`src/sv/mouse_packet_cursor_tracker_macros.svh`:
```
// Assertion macros shared by the cursor tracker RTL.
`ifndef MOUSE_PACKET_CURSOR_TRACKER_MACROS_SVH
`define MOUSE_PACKET_CURSOR_TRACKER_MACROS_SVH

`ifndef NO_ASSERTIONS

// Check that cons holds in the same cycle as ante.
`define MPCT_ASSERT_SAME(lbl, ante, cons) \
    lbl: assert property (@(posedge clk) disable iff (!rst_n) (ante) |-> (cons)) \
        else $error("mpct assertion failed");

// Check that cons holds in the cycle after ante.
`define MPCT_ASSERT_NEXT(lbl, ante, cons) \
    lbl: assert property (@(posedge clk) disable iff (!rst_n) (ante) |=> (cons)) \
        else $error("mpct assertion failed");

`else

`define MPCT_ASSERT_SAME(lbl, ante, cons)
`define MPCT_ASSERT_NEXT(lbl, ante, cons)

`endif

`endif

```
`src/sv/mpct_pkg.sv`:
```
// Types and constants of the mouse packet cursor tracker.
`default_nettype none

package mpct_pkg;

    // Width of the kept cursor coordinates and of the limit registers
    localparam int COORD_BITS = 12;
    // Fixed widths of the item fields
    localparam int CURSOR_BITS = 12;
    localparam int BYTE_BITS = 8;
    localparam int BUTTON_BITS = 3;
    localparam int DELTA_BITS = BYTE_BITS + 1;
    // Sum width: coordinate plus sign plus one bit of headroom
    localparam int SUM_BITS = COORD_BITS + 2;

    // Configuration register indexes
    localparam int CFG_INDEX_BITS = 1;
    typedef enum logic [CFG_INDEX_BITS-1:0] {
        REG_MAX_X = 1'b0,
        REG_MAX_Y = 1'b1
    } cfg_reg_t;

    // Header byte fields
    localparam logic [BYTE_BITS-1:0] HDR_CHECK_MASK  = 8'hC8;
    localparam logic [BYTE_BITS-1:0] HDR_CHECK_VALUE = 8'h08;
    localparam int HDR_SIGN_X_BIT = 4;
    localparam int HDR_SIGN_Y_BIT = 5;

    // Reset values
    localparam int MAX_X_RESET_VAL = 1279;
    localparam int MAX_Y_RESET_VAL = 719;
    localparam logic [COORD_BITS-1:0] MAX_X_RESET = COORD_BITS'(MAX_X_RESET_VAL);
    localparam logic [COORD_BITS-1:0] MAX_Y_RESET = COORD_BITS'(MAX_Y_RESET_VAL);
    localparam logic [COORD_BITS-1:0] POS_X_RESET = COORD_BITS'(MAX_X_RESET_VAL / 2);
    localparam logic [COORD_BITS-1:0] POS_Y_RESET = COORD_BITS'(MAX_Y_RESET_VAL / 2);

    // Outcome of one packet, from the update logic to the top level
    typedef struct packed {
        logic                   emit;
        logic [COORD_BITS-1:0]  pos_x;
        logic [COORD_BITS-1:0]  pos_y;
        logic [BUTTON_BITS-1:0] buttons;
        logic [BUTTON_BITS-1:0] changed;
        logic                   moved;
    } update_t;

endpackage

`default_nettype wire

```
`src/sv/mpct_packet_if.sv`:
```
// Channel interfaces: mouse packets in, cursor events out.
`default_nettype none

interface mpct_packet_if;
    logic                              valid;
    logic                              ready;
    logic [mpct_pkg::BYTE_BITS-1:0]    header_byte;
    logic [mpct_pkg::BYTE_BITS-1:0]    delta_x_byte;
    logic [mpct_pkg::BYTE_BITS-1:0]    delta_y_byte;

    modport source (output valid, output header_byte, output delta_x_byte,
                    output delta_y_byte, input ready);
    modport sink (input valid, input header_byte, input delta_x_byte,
                  input delta_y_byte, output ready);
endinterface

interface mpct_cursor_if;
    logic                              valid;
    logic                              ready;
    logic [mpct_pkg::CURSOR_BITS-1:0]  cursor_x;
    logic [mpct_pkg::CURSOR_BITS-1:0]  cursor_y;
    logic [mpct_pkg::BUTTON_BITS-1:0]  button_state;
    logic [mpct_pkg::BUTTON_BITS-1:0]  button_changed;
    logic                              moved;

    modport source (output valid, output cursor_x, output cursor_y, output button_state,
                    output button_changed, output moved, input ready);
    modport sink (input valid, input cursor_x, input cursor_y, input button_state,
                  input button_changed, input moved, output ready);
endinterface

`default_nettype wire

```
`src/sv/mpct_update.sv`:
```
// Packet decode, cursor add, clamp and change detection for one item.
`default_nettype none

module mpct_update (
    input  wire logic [mpct_pkg::BYTE_BITS-1:0]   header_byte,
    input  wire logic [mpct_pkg::BYTE_BITS-1:0]   delta_x_byte,
    input  wire logic [mpct_pkg::BYTE_BITS-1:0]   delta_y_byte,
    input  wire logic [mpct_pkg::COORD_BITS-1:0]  pos_x,
    input  wire logic [mpct_pkg::COORD_BITS-1:0]  pos_y,
    input  wire logic [mpct_pkg::BUTTON_BITS-1:0] last_buttons,
    input  wire logic [mpct_pkg::COORD_BITS-1:0]  max_x,
    input  wire logic [mpct_pkg::COORD_BITS-1:0]  max_y,
    output mpct_pkg::update_t                     result
);

    logic                                       header_ok;
    logic signed [mpct_pkg::DELTA_BITS-1:0]     dx;
    logic signed [mpct_pkg::DELTA_BITS-1:0]     dy;
    logic signed [mpct_pkg::SUM_BITS-1:0]       sum_x;
    logic signed [mpct_pkg::SUM_BITS-1:0]       sum_y;
    logic [mpct_pkg::COORD_BITS-1:0]            new_x;
    logic [mpct_pkg::COORD_BITS-1:0]            new_y;
    logic [mpct_pkg::BUTTON_BITS-1:0]           buttons;
    logic                                       moved;

    // Check the sync bit and the overflow bits
    assign header_ok = (header_byte & mpct_pkg::HDR_CHECK_MASK) == mpct_pkg::HDR_CHECK_VALUE;

    // Extend the movement bytes to nine-bit deltas
    assign dx = {header_byte[mpct_pkg::HDR_SIGN_X_BIT], delta_x_byte};
    assign dy = {header_byte[mpct_pkg::HDR_SIGN_Y_BIT], delta_y_byte};
    assign buttons = header_byte[mpct_pkg::BUTTON_BITS-1:0];

    // Add X, subtract Y (screen Y grows downward)
    assign sum_x = $signed({2'b00, pos_x}) + mpct_pkg::SUM_BITS'(dx);
    assign sum_y = $signed({2'b00, pos_y}) - mpct_pkg::SUM_BITS'(dy);

    // Clamp both coordinates into 0..max
    always_comb
    begin
        if (sum_x[mpct_pkg::SUM_BITS-1])
        begin
            new_x = '0;
        end
        else if (sum_x[mpct_pkg::SUM_BITS-2:0] > {1'b0, max_x})
        begin
            new_x = max_x;
        end
        else
        begin
            new_x = sum_x[mpct_pkg::COORD_BITS-1:0];
        end

        if (sum_y[mpct_pkg::SUM_BITS-1])
        begin
            new_y = '0;
        end
        else if (sum_y[mpct_pkg::SUM_BITS-2:0] > {1'b0, max_y})
        begin
            new_y = max_y;
        end
        else
        begin
            new_y = sum_y[mpct_pkg::COORD_BITS-1:0];
        end
    end

    // Emit only for a good header when position or buttons change
    assign moved = (new_x != pos_x) || (new_y != pos_y);

    assign result.emit    = header_ok && (moved || (buttons != last_buttons));
    assign result.pos_x   = new_x;
    assign result.pos_y   = new_y;
    assign result.buttons = buttons;
    assign result.changed = buttons ^ last_buttons;
    assign result.moved   = moved;

endmodule

`default_nettype wire

```
`src/sv/mouse_packet_cursor_tracker.sv`:
```
// Mouse packet cursor tracker: top level.
//
// packet channel (sink): one item is one three-byte mouse packet. Packets with a
// bad header (overflow bits set or sync bit clear) are dropped without effect.
// cursor channel (source): one item per packet that moves the cursor or changes
// the buttons; packets that change nothing give no item.
// Configuration: cfg_write with cfg_index selects max_x (0) or max_y (1); write
// only while no packet is in flight. The clamp applies from the next packet on.
// Path: a taken packet passes the input register, then the output register, on its
// way to the cursor port. Throughput: one packet per cycle while the cursor channel
// does not stall, set by the add-and-clamp path between the input register and the
// output register, which also updates the kept position.
// Reset: limits go to 1279 and 719, the cursor to 639,359, buttons to zero, and
// both channels empty.
// Stall: a waiting event holds in the output register; the input register still
// takes one more packet and holds it until the output register frees up.
`default_nettype none

`include "mouse_packet_cursor_tracker_macros.svh"

module mouse_packet_cursor_tracker (
    input  wire logic                                    clk,
    input  wire logic                                    rst_n,
    mpct_packet_if.sink                                  packet,
    mpct_cursor_if.source                                cursor,
    input  wire logic                                    cfg_write,
    input  wire logic [mpct_pkg::CFG_INDEX_BITS-1:0]     cfg_index,
    input  wire logic [mpct_pkg::COORD_BITS-1:0]         cfg_data
);

    // Input register
    logic                                stage_valid_reg;
    logic [mpct_pkg::BYTE_BITS-1:0]      header_reg;
    logic [mpct_pkg::BYTE_BITS-1:0]      delta_x_reg;
    logic [mpct_pkg::BYTE_BITS-1:0]      delta_y_reg;

    // Kept state and limits
    logic [mpct_pkg::COORD_BITS-1:0]     pos_x_reg;
    logic [mpct_pkg::COORD_BITS-1:0]     pos_y_reg;
    logic [mpct_pkg::BUTTON_BITS-1:0]    last_buttons_reg;
    logic [mpct_pkg::COORD_BITS-1:0]     max_x_reg;
    logic [mpct_pkg::COORD_BITS-1:0]     max_y_reg;

    // Output register
    logic                                out_valid_reg;
    logic [mpct_pkg::CURSOR_BITS-1:0]    out_x_reg;
    logic [mpct_pkg::CURSOR_BITS-1:0]    out_y_reg;
    logic [mpct_pkg::BUTTON_BITS-1:0]    out_buttons_reg;
    logic [mpct_pkg::BUTTON_BITS-1:0]    out_changed_reg;
    logic                                out_moved_reg;

    logic                                advance;
    logic                                commit;
    logic                                out_valid_next;
    mpct_pkg::update_t                   upd;

    // Advance the input register whenever the output register is free or drains
    assign advance        = !out_valid_reg || cursor.ready;
    assign packet.ready   = !stage_valid_reg || advance;
    assign commit         = stage_valid_reg && advance && upd.emit;
    assign out_valid_next = advance ? (stage_valid_reg && upd.emit) : out_valid_reg;

    mpct_update u_update (
        .header_byte  (header_reg),
        .delta_x_byte (delta_x_reg),
        .delta_y_byte (delta_y_reg),
        .pos_x        (pos_x_reg),
        .pos_y        (pos_y_reg),
        .last_buttons (last_buttons_reg),
        .max_x        (max_x_reg),
        .max_y        (max_y_reg),
        .result       (upd)
    );

    // Control state, kept cursor and limits
    always_ff @(posedge clk or negedge rst_n)
    begin
        if (!rst_n)
        begin
            stage_valid_reg  <= 1'b0;
            out_valid_reg    <= 1'b0;
            pos_x_reg        <= mpct_pkg::POS_X_RESET;
            pos_y_reg        <= mpct_pkg::POS_Y_RESET;
            last_buttons_reg <= '0;
            max_x_reg        <= mpct_pkg::MAX_X_RESET;
            max_y_reg        <= mpct_pkg::MAX_Y_RESET;
        end
        else
        begin
            if (packet.ready)
            begin
                stage_valid_reg <= packet.valid;
            end
            out_valid_reg <= out_valid_next;
            if (commit)
            begin
                pos_x_reg        <= upd.pos_x;
                pos_y_reg        <= upd.pos_y;
                last_buttons_reg <= upd.buttons;
            end
            // Decode configuration writes
            if (cfg_write)
            begin
                unique case (mpct_pkg::cfg_reg_t'(cfg_index))
                    mpct_pkg::REG_MAX_X: max_x_reg <= cfg_data;
                    mpct_pkg::REG_MAX_Y: max_y_reg <= cfg_data;
                    default: ;
                endcase
            end
        end
    end

    // Capture packet payload
    always_ff @(posedge clk)
    begin
        if (packet.valid && packet.ready)
        begin
            header_reg  <= packet.header_byte;
            delta_x_reg <= packet.delta_x_byte;
            delta_y_reg <= packet.delta_y_byte;
        end
    end

    // Capture event payload
    always_ff @(posedge clk)
    begin
        if (commit)
        begin
            out_x_reg       <= mpct_pkg::CURSOR_BITS'(upd.pos_x);
            out_y_reg       <= mpct_pkg::CURSOR_BITS'(upd.pos_y);
            out_buttons_reg <= upd.buttons;
            out_changed_reg <= upd.changed;
            out_moved_reg   <= upd.moved;
        end
    end

    assign cursor.valid          = out_valid_reg;
    assign cursor.cursor_x       = out_x_reg;
    assign cursor.cursor_y       = out_y_reg;
    assign cursor.button_state   = out_buttons_reg;
    assign cursor.button_changed = out_changed_reg;
    assign cursor.moved          = out_moved_reg;

    // A waiting event always reflects the kept state
    `MPCT_ASSERT_SAME(a_event_matches_state, out_valid_reg, (out_x_reg == mpct_pkg::CURSOR_BITS'(pos_x_reg)) && (out_y_reg == mpct_pkg::CURSOR_BITS'(pos_y_reg)) && (out_buttons_reg == last_buttons_reg))
    // An event always reports some change
    `MPCT_ASSERT_SAME(a_event_has_change, out_valid_reg, out_moved_reg || (out_changed_reg != '0))
    // A blocked packet stays in the input register
    `MPCT_ASSERT_NEXT(a_stage_holds, stage_valid_reg && !advance, stage_valid_reg)

endmodule

`default_nettype wire

```
`src/flat_wrapper.sv`:
```
// flat-port wrapper written by rule: the top's interface ports become plain ports
module mouse_packet_cursor_tracker_flat 
  (clk, rst_n, cfg_write, cfg_index, cfg_data, packet_valid, packet_header_byte, packet_delta_x_byte, packet_delta_y_byte, packet_ready, cursor_valid, cursor_cursor_x, cursor_cursor_y, cursor_button_state, cursor_button_changed, cursor_moved, cursor_ready);
  mpct_packet_if packet_i ();
  mpct_cursor_if cursor_i ();
  input  wire logic clk;
  input  wire logic rst_n;
  input  wire logic cfg_write;
  input  wire logic [mpct_pkg::CFG_INDEX_BITS-1:0] cfg_index;
  input  wire logic [mpct_pkg::COORD_BITS-1:0] cfg_data;
  input wire logic [$bits(packet_i.valid)-1:0] packet_valid;
  input wire logic [$bits(packet_i.header_byte)-1:0] packet_header_byte;
  input wire logic [$bits(packet_i.delta_x_byte)-1:0] packet_delta_x_byte;
  input wire logic [$bits(packet_i.delta_y_byte)-1:0] packet_delta_y_byte;
  output wire logic [$bits(packet_i.ready)-1:0] packet_ready;
  output wire logic [$bits(cursor_i.valid)-1:0] cursor_valid;
  output wire logic [$bits(cursor_i.cursor_x)-1:0] cursor_cursor_x;
  output wire logic [$bits(cursor_i.cursor_y)-1:0] cursor_cursor_y;
  output wire logic [$bits(cursor_i.button_state)-1:0] cursor_button_state;
  output wire logic [$bits(cursor_i.button_changed)-1:0] cursor_button_changed;
  output wire logic [$bits(cursor_i.moved)-1:0] cursor_moved;
  input wire logic [$bits(cursor_i.ready)-1:0] cursor_ready;
  assign packet_i.valid = packet_valid;
  assign packet_i.header_byte = packet_header_byte;
  assign packet_i.delta_x_byte = packet_delta_x_byte;
  assign packet_i.delta_y_byte = packet_delta_y_byte;
  assign packet_ready = packet_i.ready;
  assign cursor_valid = cursor_i.valid;
  assign cursor_cursor_x = cursor_i.cursor_x;
  assign cursor_cursor_y = cursor_i.cursor_y;
  assign cursor_button_state = cursor_i.button_state;
  assign cursor_button_changed = cursor_i.button_changed;
  assign cursor_moved = cursor_i.moved;
  assign cursor_i.ready = cursor_ready;
  mouse_packet_cursor_tracker u_core (.clk(clk), .rst_n(rst_n), .packet(packet_i), .cursor(cursor_i), .cfg_write(cfg_write), .cfg_index(cfg_index), .cfg_data(cfg_data));
endmodule
```
`config.mk`:
```
export PLATFORM = sky130hd
export DESIGN_NAME = mouse_packet_cursor_tracker_flat
export DESIGN_NICKNAME = d
export VERILOG_FILES = /design/src/sv/mpct_pkg.sv /design/src/sv/mpct_packet_if.sv /design/src/sv/mpct_update.sv /design/src/sv/mouse_packet_cursor_tracker.sv /design/src/flat_wrapper.sv
export VERILOG_INCLUDE_DIRS = /design/src /design/src/sv
export SDC_FILE = /design/constraint.sdc
export NUM_CORES = 1
export LEC_CHECK = 0
export BUFFER_PORTS_ARGS = -buffer_cell sky130_fd_sc_hd__buf_2
export CORE_MARGIN = 2
export CORE_UTILIZATION = 66
export CTS_BUF_LIST = sky130_fd_sc_hd__clkbuf_8
export CTS_CLUSTER_SIZE = 28
export DETAILED_ROUTE_END_ITERATION = 8
export PLACE_DENSITY = 0.9
export RECOVER_POWER = 50
export SYNTH_ARGS = -nofsm -noshare
export SYNTH_HDL_FRONTEND = slang
export SYNTH_SLANG_ARGS = --single-unit
```
`constraint.sdc`:
```
create_clock -name clk -period 11.5 [get_ports clk]
set_input_delay 0 -clock clk [delete_from_list [all_inputs] [get_ports clk]]
set_output_delay 0 -clock clk [all_outputs]
set_load 0.005 [all_outputs]
```
* After elaboration in Yosys (flattened, before gate mapping) *
Index checks and enable logic that the tools add are counted.

operators by class
  add/sub/neg operators = 2
  $lt $le $gt $ge = 2
  equal/unequal tests = 4
  mux-type cells = 4
  bitwise gates (word level) = 2
  reduce and logical (&&, ||, !) cells = 13

operators by type and width
  cell                number
  $mux 12             4
  $gt 13x12->1        2
  $ne 12x12->1        2
  $add 13x9->14       1
  $sub 13x9->14       1
  $logic_and 1x1->1   5
  $logic_or 1x1->1    4
  $reduce_and 2->1    2
  $eq 3x1->1 const B  1
  $ne 3x3->1          1
  $xor 3x3->3         1
  $logic_not 1->1     2
  $not 1->1           1

storage, ports and cells
  flip-flop bits (word level) = 108
  input port bits = 42
  output and inout port bits = 33
  logic and storage cells = 42

* Logic depth before layout (Yosys ltp) *
Gate-level depths: netlist of the first run.

  depth after elaboration = 9
  gate-level depth with buffers = 23
  depth with buffers taken out = 20

* Modules after synthesis *
Synthesis of the first run repeated with hierarchy kept, for this count alone.

second synthesis, totals
  cells, all modules = 564
  area total of the unflattened synthesis = 6,550.0 um^2

modules (own cells, without submodules)
  module                       times used  cells each  area each (um^2)
  mouse_packet_cursor_tracker  1           172         3,788.6
  mpct_update                  1           392         2,761.4

* Least setup slack after synthesis of the first run *
No wires, ideal clock.

  kind = register to register
  start = reg u_core.pos_x_reg[0] (netlist bit)
  end = reg u_core.pos_x_reg[10] (netlist bit)
  arrival = 5.146 ns
  data required time = 11.375 ns
  slack = 6.229 ns
  stages on the path, launching flop included = 23
  buffers on the path = 2
  clock period less this slack = 5.271 ns
  path through = dfstp_2 -> ha_1 -> inv_1 -> fa_1 -> nand2b_1 -> a211oi_1 -> or4_1 -> a31oi_1 -> xnor2_1 -> ha_1 -> a21o_1 -> a21oi_1 -> o21ai_0 -> o31ai_4 -> a21bo_1 -> buf_6 -> mux2i_1 -> or2_2 -> a2111o_1 -> nor4_4 -> a31oi_4 -> buf_6 -> mux2_4

between the ends
  cells in the longest elaborated chain, start to end = 9

RTL lines
  what                    RTL line                           source
  from (decl)             mouse_packet_cursor_tracker.sv:38  logic [mpct_pkg::COORD_BITS-1:0] pos_x_reg;
  from (signal assigned)  mouse_packet_cursor_tracker.sv:82  pos_x_reg <= mpct_pkg::POS_X_RESET;
  from (signal assigned)  mouse_packet_cursor_tracker.sv:97  pos_x_reg <= upd.pos_x;
  $add 13x9->14           mpct_update.sv:35                  assign sum_x = $signed({2'b00, pos_x}) + mpct_pkg::SUM_BITS'(dx);
  $gt 13x12->1            mpct_update.sv:45                  else if (sum_x[mpct_pkg::SUM_BITS-2:0] > {1'b0, max_x})
  $mux 12                 mpct_update.sv:45
  $mux 12                 mpct_update.sv:41                  if (sum_x[mpct_pkg::SUM_BITS-1])
  $ne 12x12->1 (*)        mpct_update.sv:69                  assign moved = (new_x != pos_x) || (new_y != pos_y);
  $logic_or 1x1->1 (*)    mpct_update.sv:69
  $logic_or 1x1->1 (*)    mpct_update.sv:71                  assign result.emit = header_ok && (moved || (buttons != last_buttons));
  $logic_and 1x1->1 (*)   mpct_update.sv:71
  $logic_and 1x1->1 (*)   mouse_packet_cursor_tracker.sv:60  assign commit = stage_valid_reg && advance && upd.emit;
  via u_core.commit       mouse_packet_cursor_tracker.sv:53  logic commit;

Mark *: on every way through the listed nets, which the timed path passes. The rest lies on a longest branch.
A chain may end at the register's enable or synchronous reset.

* Worst setup path in the final report of the first run *
  start = reg u_core.pos_x_reg[0] (netlist bit)
  end = reg u_core.pos_x_reg[8] (netlist bit)

between the ends
  cells in the longest elaborated chain, start to end = 9

RTL lines
  what               RTL line
  $add 13x9->14      mpct_update.sv:35
  $gt 13x12->1       mpct_update.sv:45
  $mux 12            mpct_update.sv:45
  $mux 12            mpct_update.sv:41
  $ne 12x12->1       mpct_update.sv:69
  $logic_or 1x1->1   mpct_update.sv:69
  $logic_or 1x1->1   mpct_update.sv:71
  $logic_and 1x1->1  mpct_update.sv:71
  $logic_and 1x1->1  mouse_packet_cursor_tracker.sv:60

Several ways; a longest one is shown, not always the timed one.

==> results of run 1 <==
layout by cell type (no fill, tap or decap), drive strengths merged, types with 28 or more instances in the layout:
master       Yosys  final
inv             68     68
buf             15     68
edfxtp          55     55
nor2            50     50
ha              50     50
dlygate4sd3      0     39
nand2           37     37
mux2            37     37
o21ai           36     36
a21oi           31     31
dfstp           30     30
mux2i           28     28
metrics by stage:
stage          power, mW  hold slack [ns]  area [sq um]  setup slack, ns
2_1_floorplan      1.642          -0.2956          7092            6.229
3_3_place_gp       1.923           0.1602          7566            4.791
3_5_place_dp       1.978           0.1643          7566            4.582
4_1_cts            2.249         0.004136          8182            4.562
5_1_grt            2.455          0.03951          8165            4.032
6_report           2.329          0.04016          8165            4.295
repair_timing:
action / 4_1_cts / 5_1_grt
hold buffers: 39 / 0
hold endpoints to repair: 72 / 0
gates resized for setup: 0 / 0
critical path: cells and delay by family (launching register included):
family                     cells  cell delay (ns)
adders and majority gates      3             1.04
buffers and inverters          2             0.69
muxes                          2             0.86
DFF                            1             0.63
AOI/OAI and AO/OA              7             3.04
and+or+nand+nor                6             0.79
power breakdown:
group | total (mW) | leakage [nW] | internal, mW | switching [mW]
sequential | 0.635 | 1.11 | 0.514 | 0.121
combinational | 1.43 | 2.28 | 0.572 | 0.860
clock | 0.263 | 0.117 | 0.133 | 0.129
total | 2.33 | 3.51 | 1.22 | 1.11
path summary, 6_finish.rpt:
path,slack [ns],to
min reg2reg,0.55,u_core.cursor.button_state[2]$_DFFE_PP_
min in group asynchronous,1.18,u_core.pos_y_reg[9]$_DFFE_PN0P_
max in group asynchronous,8.69,u_core.cursor.valid$_DFFE_PN0P_
min,0.04,u_core.cursor.valid$_DFFE_PN0P_
max reg2reg,4.30,u_core.pos_x_reg[8]$_DFFE_PN0P_
max,4.30,u_core.pos_x_reg[8]$_DFFE_PN0P_
logic make-up (layout without fill, tap and decap cells):
logic type,after synthesis,count (layout)
AND/OR/NAND/NOR,177,177
AO/OA/AOI/OAI,171,171
flip-flops,108,108
buffers and inverters,86,202
multiplexers,65,65
adder cells (fa/ha/maj),52,52
XOR/XNOR,18,18
per-layer routing:
metal  global-route usage, %  up-vias  wire, um
met1                   50.74     2935      8142
met4                   15.84        0       819
met3                   9.019       80      2459
met5                       0        -         0
li1                        -     2733         -
met2                   57.59      442      9299
cells in the mapped netlist, drive strengths merged (4+ instances only):
master  number  share of area (%)
a21oi       31                2.3
xor2         6               0.74
a211o        4               0.49
mux2i       28                4.0
a2111o       4               0.64
a31oi        4               0.56
o31ai        5               0.72
o21ai       36                2.5
nand4        7               0.62
o221ai       4               0.49
nand3       17                1.2
xnor2       12                1.5
a22oi        6               0.64
nor4         4               0.56
a211oi      11                1.2
or4          4               0.42
nand2       37                2.0
buf         15                1.4
dfstp       30                 11
edfxtp      55                 23
o21a         9               0.95
a21o         8               0.85
ha          50                8.8
o211ai       4               0.49
nand2b       9               0.79
or2          7               0.62
a221oi       5               0.62
a32oi        4               0.49
nor3        10               0.71
nor3b        4               0.49
inv         68                3.6
mux2        37                6.7
dfrtp       23                8.1
o22ai        9               0.79
nor2b       13                1.1
or3          4               0.35
nor2        50                2.6
cell type report:
class                           count  area (sq um)  area share, %
Clock buffer                       11         151.4          1.854
Timing Repair Buffer              118         782.0          9.577
Sequential cell                   108          3015          36.93
Clock inverter                      5         73.82         0.9041
Tap cell                          136         170.2          2.084
Multi-Input combinational cell    483          3717          45.53
Inverter                           68         255.2          3.126
==> results by group, run 1 <==
Clock tree
  • Clock sinks: 108
  • Clock Latency Late Sink: 0.39 ns
  • Setup bufs post-CTS: 0
  • Clock slew at reported path FFs: 0.10 ns
  • H-tree levels: 3
  • Clock tree root buffer cell: clkbuf_8
  • CTS tree: yes
  • Num CTS Buffers: 9
  • Max clock buf depth: 2

Cells and area
  • Fillers: 662
  • Finished Layout Cells: 929
  • Fin nets: 882
  • Final core occ: 78.74%
  • Area delta synth->final: 15.14%
  • Diode count: 0
  • Share of layout cells above drive strength 1: about a fifth

Critical path
  • WS Path Type: reg2reg
  • Worst setup startpoint: u_core.pos_x_reg[0]$_DFFE_PN1P_
  • CP Cell Sequence: ha_1 > inv_1 > fa_1 > nand2b_1 > a211oi_1 > nor2_1 > o311ai_1 > ha_1 > nand3_1 > nor4_1 > a21oi_1 > o31ai_4 > a21bo_1 > mux2i_1 > a22oi_1 > nand4_1 > nor4_4 > a31oi_4 > buf_4 > mux2_4
  • Worst path arrival time: roughly 7.5 ns
  • Endpoint class of the critical path: flip-flop
  • Crit-path max cell delay: roughly 0.9 ns
  • Worst-case reg-to-reg path depth: 20
  • Required time of the critical path: 11.77 ns
  • CP max FO: 35
  • Slowest CP cell: a21bo_1
  • Crit path top cell by count: ha_1
  • Startpoint types: flip-flop
  • R2r startpoint: u_core.pos_x_reg[0]$_DFFE_PN1P_

Route
  • Initial DRC Count: 800
  • DR pass1 iterations: 6
  • Residual DRC count: 0
  • Mean number of vias per cell: 6.663
  • ANT nets after route: 0
  • Vias: slightly above 6k
  • WL/cell: 22.30 um
  • Final WL: 20.72 mm

Logic synthesis
  • Synth async-reset ratio: roughly half
  • Post-synthesis sequential area ratio: 42.52%
  • Syn Nets: 771
  • Syn Inst Count: around 680
  • Largest family of logic cells by synthesized area: compound AO/OA/AOI/OAI gates
  • Syn_area_per_cell: approximately 10 sq um
  • Post-synth EDFFs: 55
  • Post-synthesis register bit count: 108
  • Adder-cell share of the synthesized area: about a tenth
  • Synth Flop Type: edfxtp_1
  • Yosys warns: 0
  • Mux cell area share after synthesis: 10.62%
  • Synth Area in Compound Gates: 17.41%
  • Synth Area in XOR/XNOR: 2.223%
  • Post-Synth Simple-Gate Area: 12.69%
  • Mapped cell area: between 0.007 and 0.008 sq mm
  • Yosys cell types: 73

Run status
  • Failing checks: capacitance limit, slew limit
  • Outcome: finished with violations

Worst hold path
  • Hold wc startpoint: cursor_ready
  • Hold Path Class: in2reg
  • Hold depth: 3

Power and ir drop
  • Max VDD drop: 0.1768 mV
  • Lkg Pwr: 3.506 nW
  • Pwr dens: 285.3 mW/mm^2

Floorplanning
  • Die height: 107.7 um
  • Die area: 0.01159 sq mm
  • Die Wd: 107.7 um
  • Initial core utilization: 68.39%
  • Num rows: 37
  • Core footprint: 0.01037 sq mm
  • I/O pin count: 75

Timing
  • Fin crit share: 62.65%
  • Setup violators final: 0
  • RSZ-0062 raised after global routing: false
  • FMAX: 0.1388 GHz
  • Fin crit period: approximately 7.2 ns
  • Max_slew headroom: -92.09%
  • Final hold vios: 0
  • Slew Viols, Final: 54
  • Setup TNS: 0 ns
  • Worst-margin pin slew: 2.881 ns
  • Max Clock Skew: about 0.015 ns

Place
  • IO Port Bufs: 74
  • Cell Count Post-Placement: around 870
  • DPL Wire Length: between 10 and 15 mm
  • RePlAce Congestion: 1.074

Global route
  • Vias in the first global route: 6,111
  • GRT overflow: 0
  • Gr usage total: 37.38%
  • First-pass GRT wire length: 32.57 mm
  • Antenna violations before repair: 0
  • Largest net degree at the start of global routing: 54

Flow run
  • Maxcap violations: 1
Power figures use the tool's default switching activity.
==> inputs of run 2 (changes only) <==
Settings changed: CORE_UTILIZATION 66 to 62, PLACE_DENSITY 0.9 to 0.85.
Clock period 11.5 ns to 7.2 ns, I/O delays scaled along.
==> run 2 against run 1 <==
Against the previous run:
- largest cell class unchanged
- count of clock-buffer cells in the layout decreased by 2
- hold slack improved by 0.053 ns
- the flow still finishes with violations (capacitance limit, slew limit)
- setup slack worse by 3.8 ns
- clock skew fell by 0.0014 ns
==> results by group, run 2 (synthesis gave the netlist of run 1 again) <==
Global route
  • M2 GR Usage: 49.69%
  • Largest net degree at the start of global routing: 54
  • Antenna violations before repair: 0
  • Met3 usage: 8.584%
  • Vias in the first global route: slightly below 6k
  • Gr usage total: 33.65%
  • First-pass GRT wire length: 31.94 mm
  • Gr busiest metal: met2
  • GR Util met1: 48.47%
  • GRT overflow: 0

Critical path
  • RR Endpoint: u_core.pos_y_reg[4]$_DFFE_PN0P_
  • CP max FO: 27
  • Slowest CP cell: a21bo_1
  • Crit-path max cell delay: 0.91 ns
  • R2R Setup Slk: 0.49 ns
  • Endpoint class of the critical path: flip-flop
  • R2r startpoint: u_core.pos_x_reg[0]$_DFFE_PN1P_
  • Required time of the critical path: 7.49 ns
  • Worst-case reg-to-reg path depth: 20
  • Startpoint types: flip-flop
  • Buf+Inv Stages, Crit Path: 2
  • Top delay family on crit path: compound AO/OA/AOI/OAI gates
  • Worst path arrival time: approximately 7 ns
  • WS Path Type: reg2reg
  • CP Cell Sequence: ha_1 > inv_1 > fa_1 > nand2b_1 > a211oi_1 > nor2_1 > o311ai_1 > ha_1 > nand3_1 > nor4_1 > a21oi_1 > o31ai_4 > a21bo_1 > mux2i_1 > a21oi_1 > nand4_1 > nor4_4 > a31oi_4 > buf_4 > mux2_2

Flow run
  • Maxcap violations: 1

Cells and area
  • Most common cell after layout, fill and taps aside: inv_1
  • Register area: between 0.003 and 0.004 sq mm
  • Area delta synth->final: 15.03%
  • Commonest cells after routing, fill and taps aside: inv_1 (69), buf_2 (68), edfxtp_1 (55)
  • Diode count: 0
  • Share of layout cells above drive strength 1: 20.53%
  • Fin nets: roughly 900
  • Fillers: 789
  • Multi-input logic area: roughly 0.0037 sq mm

Clock tree
  • Clock slew at reported path FFs: about 0.11 ns
  • Clock sinks: 108
  • Clock tree root buffer cell: clkbuf_8
  • Max clock buf depth: 2
  • H-tree levels: 3
  • Clock Latency Late Sink: 0.39 ns
  • Num CTS Buffers: 9
  • Setup bufs post-CTS: 0
  • CTS tree: yes

Timing
  • Worst-margin pin slew: 2.921 ns
  • RSZ-0062 raised after global routing: false
  • FMAX: 0.1489 GHz
  • Final hold slack: 0.09348 ns
  • Max Clock Skew: 0.01324 ns
  • Slew Viols, Final: 54
  • Setup TNS: 0 ns
  • Fin crit period: 6.714 ns
  • Final hold vios: 0
  • Max_slew headroom: -94.73%
  • Fin crit share: between 90% and 100%
  • Setup violators final: 0

Route
  • Final WL: 20.34 mm
  • Mean number of vias per cell: 6.345
  • ANT nets after route: 0
  • Initial DRC Count: approximately 660
  • Residual DRC count: 0
  • WL/cell: 21.71 um
  • DR pass1 iterations: 7
  • Vias: 5,945

Run status
  • Outcome: finished with violations
  • Failing checks: capacitance limit, slew limit

Power and ir drop
  • Max VDD drop: about 0.3 mV
  • Total power: roughly 3.6 mW
  • Lkg Pwr: about 3.5 nW
  • Pwr dens: roughly 440 mW/mm^2

Worst hold path
  • Hold wc startpoint: cursor_ready
  • Hold depth: 3
  • Hold Path End: u_core.cursor.valid$_DFFE_PN0P_
  • Hold Path Class: in2reg

Floorplanning
  • Initial core utilization: 62.91%
  • Core footprint: 0.01127 sq mm
  • Die area: 0.01231 sq mm
  • Die Wd: 111.0 um
  • I/O pin count: 75
  • Num rows: 39
  • Die height: about 110 um

Place
  • DPL Wire Length: 14.85 mm
  • IO Port Bufs: 74
  • RePlAce Congestion: a little under 1
## run 2: changes by cell type in the layout (fill, tap and decap cells not counted), moves of 2 or more
cell / before / now
inv_8: 0 / 2
clkbuf_1: 11 / 7
buf_2: 64 / 68
bufinv_16: 2 / 0
dfstp_2: 21 / 19
clkinv_2: 2 / 0
dfstp_1: 9 / 11
clkinv_4: 0 / 2
clkbuf_8: 11 / 9
## run 2: layout make-up
class	instances	area share, %
Inverter	68	3.129
Multi-Input combinational cell	483	45.57
Clock buffer	9	1.518
Tap cell	143	2.193
Clock inverter	7	0.7362
Sequential cell	108	36.96
Timing Repair Buffer	119	9.893
## run 2: routing by layer
metal  vias to the layer above  wire length [um]  part of all wire (%)
met5                         -                 0                     0
met4                         0               461                   2.3
met3                        39              2130                    10
met2                       366              8965                    44
met1                      2803              8780                    43
li1                       2737                 -                     -
## run 2: repair_timing
item,CTS,global route
gates resized for setup,0,0
hold endpoints to repair,72,0
hold buffers,39,0
## run 2: how the worst max path moves through the flow
stage	start	end	slack (ns)	depth (start not counted)
after global routing	u_core.pos_x_reg[0]$_DFFE_PN1P_	u_core.pos_y_reg[10]$_DFFE_PN0P_	0.1	20
after detailed placement	u_core.pos_x_reg[0]$_DFFE_PN1P_	u_core.pos_y_reg[4]$_DFFE_PN0P_	0.59	20
final	u_core.pos_x_reg[0]$_DFFE_PN1P_	u_core.pos_y_reg[4]$_DFFE_PN0P_	0.49	20
after CTS	u_core.pos_x_reg[0]$_DFFE_PN1P_	u_core.pos_y_reg[4]$_DFFE_PN0P_	0.55	20
after global placement	u_core.pos_x_reg[0]$_DFFE_PN1P_	u_core.pos_y_reg[10]$_DFFE_PN0P_	0.69	20
after floorplan	u_core.pos_x_reg[0]$_DFFE_PN1P_	u_core.pos_x_reg[10]$_DFFE_PN0P_	1.93	22
## run 2: tightest hold or removal path, stage by stage
cell and delay (ns):
buf_2 0.08, nor2b_1 0.07, or2_1 0.28
## run 2: through the flow
stage               utilization, %  setup slack [ns]  instances  area, sq um
floorplan                        -             1.929        677         7092
global placement             67.38            0.6860        882         7595
detailed placement           67.38            0.5852        882         7595
CTS                          72.47            0.5535        937         8169
global route                 72.37           0.09836        937         8158
finish                       72.37            0.4859        937         8158
## run 2: power by group
group	internal [mW]	switching [mW]	total (mW)
clock network	0.132	0.228	0.360
registers	0.820	0.194	1.01
logic	0.911	1.33	2.24
total	1.86	1.75	3.62
==> inputs of run 3 (changes only) <==
Settings changed: ABC_AREA set to 1, CORE_UTILIZATION 62 to 61, GPL_TIMING_DRIVEN set to 1, PLACE_DENSITY 0.85 to 0.84.
==> run 3 against run 2 <==
Against the previous run:
- critical path type unchanged
- maximum frequency rose by 12%
- critical endpoint is now u_core.cursor.button_state[0]$_DFFE_PP_
- area after synthesis fell by 3.2%
- setup slack improved by 0.73 ns
- sequential share of layout area rose by 1.0 points
- combinational power fell by 26%
- the flow still finishes with violations (capacitance limit, slew limit)
==> results by group, run 3 <==
Clock tree
  • Clock slew at reported path FFs: roughly 0.12 ns
  • Clock tree root buffer cell: clkbuf_8
  • Clock Latency Late Sink: 0.39 ns
  • Clock sinks: ~110
  • Setup bufs post-CTS: 0
  • H-tree levels: 3
  • Max clock buf depth: 2
  • Num CTS Buffers: 9
  • CTS tree: yes

Global route
  • First-pass GRT wire length: 27.48 mm
  • Gr usage total: 29.95%
  • Vias in the first global route: 5,567
  • Largest net degree at the start of global routing: 54
  • GRT overflow: 0
  • Antenna violations before repair: 0

Worst hold path
  • Hold Path Class: in2reg

Power and ir drop
  • Comb power frac: between 50% and 60%
  • Pwr dens: 379.0 mW/mm^2
  • Max VDD drop: 0.1558 mV
  • P_sw: 1.421 mW
  • Reg power frac: between 30% and 40%
  • Sw frac: 47.24%
  • Clk network pwr share: approximately 14%
  • Lkg Pwr: 4.140 nW
  • Internal: 1.587 mW

Route
  • DR pass1 iterations: 6
  • Met2 wire len: between 7 and 8 mm
  • WL met1: between 7 and 8 mm
  • Final WL: between 15 and 20 mm
  • Mean number of vias per cell: 5.335
  • Max layer used: met4
  • WL/cell: 15.05 um
  • ANT nets after route: 0
  • Initial DRC Count: 582
  • Residual DRC count: 0
  • Wire length on met3: 1.545 mm
  • Vias: around 6k

Place
  • DPL Wire Length: 12.14 mm
  • RePlAce Congestion: between 0.9 and 1
  • IO Port Bufs: 74

Cells and area
  • Share of layout cells above drive strength 1: 11.98%
  • Area delta synth->final: 15.66%
  • Most common cell after layout, fill and taps aside: nand2_1
  • Final core occ: 72.89%
  • Fin nets: 1,057
  • Diode count: 0
  • Commonest cells after routing, fill and taps aside: nand2_1 (241), inv_1 (163), nand3_1 (90)

Critical path
  • Worst path arrival time: 5.93 ns
  • Startpoint types: flip-flop
  • CP max FO: 31
  • Buf+Inv Stages, Crit Path: 6
  • Endpoint class of the critical path: flip-flop
  • Slowest CP cell: dfstp_2
  • Required time of the critical path: 7.15 ns
  • Crit-path max cell delay: between 0.5 and 0.6 ns
  • WS Path Type: reg2reg
  • Crit path top cell by count: inv_1
  • Top delay family on crit path: simple AND/OR/NAND/NOR gates

Floorplanning
  • Die height: 110.1 um
  • Initial core utilization: 63.02%
  • I/O pin count: 75
  • Core footprint: 0.01089 sq mm
  • Num rows: 38
  • Die area: 0.01211 sq mm
  • Die Wd: around 110 um

Logic synthesis
  • Post-synthesis sequential area ratio: 43.95%
  • Yosys cell types: 39
  • Post-synthesis register bit count: roughly 110
  • Most common cell in the synthesized netlist: nand2_1
  • Post-synth EDFFs: 55
  • Mapped cell area: 0.006862 sq mm
  • Ranking of synthesized cells by area: edfxtp_1 (24%), nand2_1 (13%), dfstp_2 (11%)
  • Commonest cells post-synth: nand2_1 (241), inv_1 (163), nand3_1 (90), edfxtp_1 (55), ha_1 (50)
  • Post-synth top area share: 24.07%
  • Syn Nets: 947
  • Cell taking the most area after synthesis: edfxtp_1
  • Synth async-reset ratio: 49.07%
  • Syn_area_per_cell: 8.044 sq um
  • Synth Flop Type: edfxtp_1
  • Syn Inst Count: 853
  • Yosys warns: 0

Run status
  • Outcome: finished with violations
  • Failing checks: capacitance limit, slew limit

Timing
  • RSZ-0062 raised after global routing: false
  • Setup TNS: 0 ns
  • Slew Viols, Final: 54
  • FMAX: 0.1672 GHz
  • Max Clock Skew: 0.01869 ns
  • Fin crit share: ~83%
  • Setup violators final: 0
  • Final hold vios: 0
  • Max_slew headroom: -90.51%
  • Fin crit period: approximately 6.0 ns
  • Worst-margin pin slew: 2.858 ns

Flow run
  • Maxcap violations: 1
-- run 3: cell count changes in the layout (fill, tap and decap cells not counted), moves of 9 or more --
cell	before	now
mux2_2	22	2
nand3_1	17	90
o22ai_1	9	0
xor2_1	6	20
nor2_1	50	35
mux2i_1	28	0
mux2_4	15	0
nand4_1	7	29
nor2b_1	13	0
a211oi_1	10	0
inv_1	69	163
nand2b_1	9	0
xnor2_1	12	3
nand2_1	37	241
-- run 3: metrics by stage --
stage	hold WS, ns	area, sq um	power (mW)	cells	setup slack, ns
after floorplan	-0.2956	6862	2.149	853	2.387
after global placement	0.1577	7315	2.492	1051	1.487
after detailed placement	0.1706	7315	2.525	1051	1.273
after CTS	0.2857	7955	2.978	1108	1.241
after global routing	0.3066	7936	3.291	1108	0.6519
final	0.3112	7936	3.008	1108	1.219
-- run 3: area by class of cell --
cell class                 count  area, sq um
clock buffer                  10        137.6
clock inverter                 6        92.59
fill                         814         2952
inverter                     165        619.3
multi-input combinational    562         3119
sequential                   108         3015
tap                          140        175.2
timing repair buffer         117        777.0
-- run 3: metal layers --
layer / global-route usage, % / up-vias
met5: 0 / -
met4: 7.052 / 0
met3: 5.350 / 23
met2: 45.92 / 268
met1: 44.39 / 2666
li1: - / 2954
-- run 3: timing repair --
action | in CTS | in global routing
hold endpoints to repair | 73 | 0
gates resized for setup | 0 | 0
hold buffers | 41 | 0
-- run 3: worst paths after layout --
check	from	endpoint	depth (start not counted)	slack, ns
min in group asynchronous	rst_n	u_core.stage_valid_reg$_DFFE_PN0N_	3	1.16
hold reg to reg	u_core.pos_y_reg[0]$_DFFE_PN1P_	u_core.pos_y_reg[0]$_DFFE_PN1P_	2	0.48
hold / removal	packet_header_byte[6]	u_core.header_reg[6]$_DFFE_PP_	2	0.31
setup reg to reg	u_core.pos_y_reg[0]$_DFFE_PN1P_	u_core.cursor.button_state[0]$_DFFE_PP_	28	1.22
max in group asynchronous	rst_n	u_core.pos_y_reg[11]$_DFFE_PN0P_	3	4.40
setup / recovery	u_core.pos_y_reg[0]$_DFFE_PN1P_	u_core.cursor.button_state[0]$_DFFE_PP_	28	1.22
-- run 3: cells by family (layout without fill, tap and decap cells) --
logic type	after synthesis	in the layout	share of synthesized area, %
and+or+nand+nor	415	415	26.51
buffers and inverters	183	298	10.67
DFF	108	108	43.95
AOI/OAI and AO/OA	69	69	5.671
adders and majority gates	52	52	9.701
xor gates and xnor gates	24	24	3.173
muxes	2	2	0.3282
-- run 3: power groups by stage --
| stage | clock [mW] | combinational, mW | sequential [mW] |
|---|---|---|---|
| final | 0.436 | 1.66 | 0.913 |
| after global routing | 0.465 | 1.90 | 0.923 |
| after CTS | 0.437 | 1.63 | 0.910 |
| after detailed placement | 0 | 1.61 | 0.919 |
| after global placement | 0 | 1.57 | 0.919 |
| after floorplan | 0 | 1.27 | 0.876 |
